--- src/ces_pkg.sv ---
package ces_pkg;

    localparam int unsigned PRICE_W = 32;
    localparam int unsigned ATR_W   = 40;
    localparam int unsigned OUT_W   = 34;
    localparam int unsigned CFG_W   = 17;
    localparam int unsigned IDX_W   = 2;
    localparam int unsigned AGE_W   = 7;

    localparam logic [IDX_W-1:0] REG_WINDOW_LENGTH = 2'd0;
    localparam logic [IDX_W-1:0] REG_MULTIPLIER    = 2'd1;
    localparam logic [IDX_W-1:0] REG_RECIPROCAL    = 2'd2;

    localparam logic [ATR_W-1:0] ATR_MAX = {ATR_W{1'b1}};

    // one bar as passed from the front end to the back end
    typedef struct packed {
        logic [PRICE_W-1:0] high;
        logic [PRICE_W-1:0] low;
        logic [PRICE_W-1:0] close;
    } t_bar;

endpackage

--- src/ces_front.sv ---
// Input side: a two-entry request queue holding bars until the back end takes them.
module ces_front
    import ces_pkg::*;
(
    input  logic                i_clk,
    input  logic                i_rst_n,
    input  logic                i_push,
    input  t_bar                i_bar,
    output logic                o_full,
    output logic                o_valid,
    output t_bar                o_bar,
    input  logic                i_take
);
    t_bar       r_q [2];
    logic       r_wp, r_rp;
    logic [1:0] r_cnt;
    logic       w_push, w_pop;

    assign o_full  = (r_cnt == 2'd2);
    assign o_valid = (r_cnt != 2'd0);
    assign o_bar   = r_q[r_rp];
    assign w_push  = i_push && !o_full;
    assign w_pop   = i_take && o_valid;

    // queue storage
    always_ff @(posedge i_clk) begin
        if (w_push) r_q[r_wp] <= i_bar;
    end

    // pointers and fill count
    always_ff @(posedge i_clk) begin
        if (!i_rst_n) begin
            r_wp  <= 1'b0;
            r_rp  <= 1'b0;
            r_cnt <= 2'd0;
        end else begin
            if (w_push) r_wp <= ~r_wp;
            if (w_pop)  r_rp <= ~r_rp;
            r_cnt <= r_cnt + {1'b0, w_push} - {1'b0, w_pop};
        end
    end
endmodule

--- config.mk ---
export PLATFORM = sky130hd
export DESIGN_NAME = ces_front
export DESIGN_NICKNAME = d
export VERILOG_FILES = /design/src/ces_pkg.sv /design/src/ces_front.sv
export SDC_FILE = /design/constraint.sdc
export NUM_CORES = 1
export LEC_CHECK = 0
export ABC_AREA = 1
export BUFFER_PORTS_ARGS = -buffer_cell sky130_fd_sc_hd__buf_2
export CELL_PAD_IN_SITES_DETAIL_PLACEMENT = 0
export CELL_PAD_IN_SITES_GLOBAL_PLACEMENT = 1
export CORE_MARGIN = 4
export CORE_UTILIZATION = 44
export DETAILED_ROUTE_END_ITERATION = 8
export HOLD_SLACK_MARGIN = 0.15
export PLACE_DENSITY_LB_ADDON = 0.1
export RECOVER_POWER = 100
export SLEW_MARGIN = 10
export SYNTH_ARGS = -nofsm -noshare
export SYNTH_HDL_FRONTEND = slang
export SYNTH_SLANG_ARGS = --single-unit
--- constraint.sdc ---
create_clock -name i_clk -period 6.8 [get_ports i_clk]
set_input_delay 1.36 -clock i_clk [delete_from_list [all_inputs] [get_ports i_clk]]
set_output_delay 1.36 -clock i_clk [all_outputs]
set_load 0.01 [all_outputs]
==> metrics list <==
- Total power consumption of the routed design: 3.19 mW
* Proportion of total power due to net switching: 0.271
- Timing would allow up to 0.211 GHz.
* I/O pin cnt: 198
- The via count of the first global-routing pass was 3889.
* Final antenna diode count: 0
* Max IR drop VDD: 0.163 mV
- STA classifies the critical path endpoint as an output port.
- Of the total power, the clock network draws 0.286.
- The path class of the tightest hold or removal check is register to register.
* Post-synth design cell area: 7370 um2
- Final period util: 0.697
- The initial utilization of the core area, before any placement, comes to 0.446.
- The number of antenna violations at the first check in global routing was 1.
* Routed WL: 13.6 mm
- The worst path meets setup with 2.06 ns of slack.
- Relative contribution of sequential cells to total power: 0.511
- Entering global routing, the biggest net connects 67 pins.
- The critical path in this run is classified as register to output port.
- The number of clock buffers added by TritonCTS is 17.
- Vias after detailed routing: 3675
- Total number of placement rows: 47
- Number of buffers added on ports: 197
- In this run the tightest slew margin relative to its limit is -0.874.
- The tree is rooted in a clkbuf_16.
- Data required time of the worst path: 5.44 ns
* Avg Inst Size Synth: 21.9 um2
- Power per Cell Area: 363 nW/um2
- The Yosys step of the flow raised 0 warnings.
- Sequential element share of the synthesized area: 0.796
- The worst hold path was traced through 2 stages.
- The worst setup path is launched from a register.
- Worst Skew: 0.00660 ns
* Core region area: 16500 um2
- Once detailed placement completed, the half-perimeter wirelength came to 9.10 mm.
- Number of nets at the end of the flow: 647
- CTS tree: done
* Cell internal power dissipation: 2.33 mW
- R2R Setup Slk: 2.89 ns
* Worst slack, placed: 3.19 ns
* Endpoint of the worst-slack reg-to-reg timing path: r_q[1][27]
* Crit path time final: 4.74 ns
- The filler cells instantiated in the layout total 1444.
- The count of nets left with antenna violations once routing finished came out at 0.
- In the global route stage, overall resource usage came out at 0.142.
* Maximum capacitance violations: 4
* Violated checks: capacitance limit, slew limit
- Routed vias/inst: 4.72
- Total Die Area: 18900 um2
- Post-Syn Instances: 336
* Final setup violation count: 0
- Source-to-sink clock delay at the later pin of the worst-skew pair: 0.42 ns
- Slew at the pin with the worst max-slew slack: 2.81 ns
* Layout overhead on the synthesized area: 19.2%
* Final-report max-slew violation count: 174
- Die X-Extent: 137 um
* CTS sink count: 197
* Max H-tree Level: 4
- Setup repair after global routing left no endpoint under its margin.
- Total leakage power: 3.04 nW
- The congestion estimate from routability-driven global placement came to 0.710.
- Summed over all layers, the global routing overflow is 0.
* Layout cell share with drive strength beyond 1: 0.314
* First DRT Iteration DRCs: 133
* Synth Net Count: 438
* Top fanout value on the critical path: 66
- Power dissipated by switching net loads: 0.865 mW
- The first global-routing pass estimated 19.8 mm of wire.
* Yosys cell types: 14
* Synthesis-stage register bit count: 197
- FF-to-FF path depth: 5
- Clock input transition at the sequential cells of the worst setup and hold paths: 0.06 ns
- Measured along the y axis, the die boundary spans 137 um.
- Startpoint of the lowest-slack hold path: r_rp
* Drc violations: 0
* WP data arrival: 3.38 ns
* CTS Buffer Depth: 2
- Setup_tns: 0 ns
- After clock tree synthesis, the flow added hold-fix buffers numbering 0.
- Postcts setup bufs: 0
- Critical R2R Launch: r_cnt[0]
* Resized cells post-CTS: 0
- Routed wirelength normalized by instance count: 17.5 um
* Drt pass-1 iters: 4
- Run status: finished, violations left
- The hold violation total from the final report was 0.
* Part of the power in combinational logic: 0.203
[state kept, by name, indices dropped and copies added, names as in the netlist, named ones only]
signal / cells
r_q: 192
r_cnt: 2
r_rp: 1
r_wp: 1
[cell usage after synthesis]
master	count	area, um2
nor2_1	8	30.0
mux2_4	40	601
edfxtp_1	192	5770
buf_2	5	25.0
ha_1	2	25.0
nand2_1	9	33.8
mux2_2	56	631
buf_6	1	11.3
nand3_1	3	15.0
dfxtp_1	5	100
buf_8	1	15.0
buf_12	4	80.1
a21oi_1	2	10.0
inv_1	8	30.0
[cells in the final DEF (no fill, tap or decap), types with 2 or more instances in the layout]
master	n
dfxtp_1	4
nand3_1	3
ha_1	2
clkbuf_1	117
clkinv_2	5
mux2_4	2
mux2_1	39
nor2_1	7
inv_1	7
clkbuf_16	17
mux2_2	55
buf_2	85
a21oi_1	2
inv_6	2
nand2_1	9
edfxtp_1	192
clkinv_4	2
clkinvlp_4	2
[power groups by stage]
| stage | Combinational [mW] | Sequential, mW | Clock (mW) |
|---|---|---|---|
| floorplan | 0.551 | 1.61 | 0 |
| global placement | 0.755 | 1.65 | 0 |
| detailed placement | 0.761 | 1.66 | 0 |
| CTS | 0.765 | 1.63 | 0.940 |
| global route | 0.714 | 1.65 | 1.01 |
| finish | 0.648 | 1.63 | 0.913 |
[worst max-delay path: stages (launching register included)]
cell and delay [ns]:
dfxtp_4 0.94, clkbuf_1 1.41, mux2_2 0.45, clkbuf_1 0.13
[worst max path at each step]
stage | from | endpoint | slack, ns | cells after the start
floorplan | i_push | r_q[0][0] | 0.82 | 2
global placement | register | o_bar[3] | 3.22 | 3
detailed placement | register | o_bar[4] | 3.19 | 3
CTS | register | o_bar[4] | 2.73 | 3
global route | register | o_bar[0] | 1.73 | 3
finish | register | o_bar[4] | 2.06 | 3
[through the flow]
| step | hold WS [ns] | instances | utilization | instance area [um2] |
|---|---|---|---|---|
| 2_1_floorplan | 0.467 | 336 | - | 7370 |
| 3_3_place_gp | 0.496 | 746 | 0.517 | 8550 |
| 3_5_place_dp | 0.503 | 746 | 0.517 | 8550 |
| 4_1_cts | 0.519 | 778 | 0.550 | 9090 |
| 5_1_grt | 0.547 | 778 | 0.532 | 8790 |
| 6_report | 0.511 | 778 | 0.532 | 8790 |
[layer usage]
| layer | vias to the layer above | share of wire | track usage | wire, um |
|---|---|---|---|---|
| li1 | 1729 | - | - | - |
| met1 | 1795 | 0.39 | 0.158 | 5280 |
| met3 | 17 | 0.10 | 0.0705 | 1390 |
| met5 | - | 0.00051 | 0 | 7 |
| met4 | 2 | 0.014 | 0.0516 | 195 |
| met2 | 132 | 0.49 | 0.236 | 6730 |
[layout make-up]
cell class / count / area [um2] / share of cell area
flip-flops and latches: 197 / 5870 / 0.668
clock inverters: 13 / 109 / 0.0124
repair buffers: 201 / 862 / 0.0981
multi-input cells: 120 / 1210 / 0.138
clock buffers: 19 / 433 / 0.0493
well taps: 220 / 275 / 0.0313
inverters: 8 / 31.3 / 0.00356
[cell families after synthesis]
group                    count (synthesis)  share of synthesized area
flip-flops                             197                      0.796
adder cells (fa/ha/maj)                  2                    0.00339
AO/OA/AOI/OAI                            2                    0.00136
buffers and inverters                   19                     0.0219
multiplexers                            96                      0.167
AND/OR/NAND/NOR                         20                     0.0107
(Power assumes the default switching activity.)
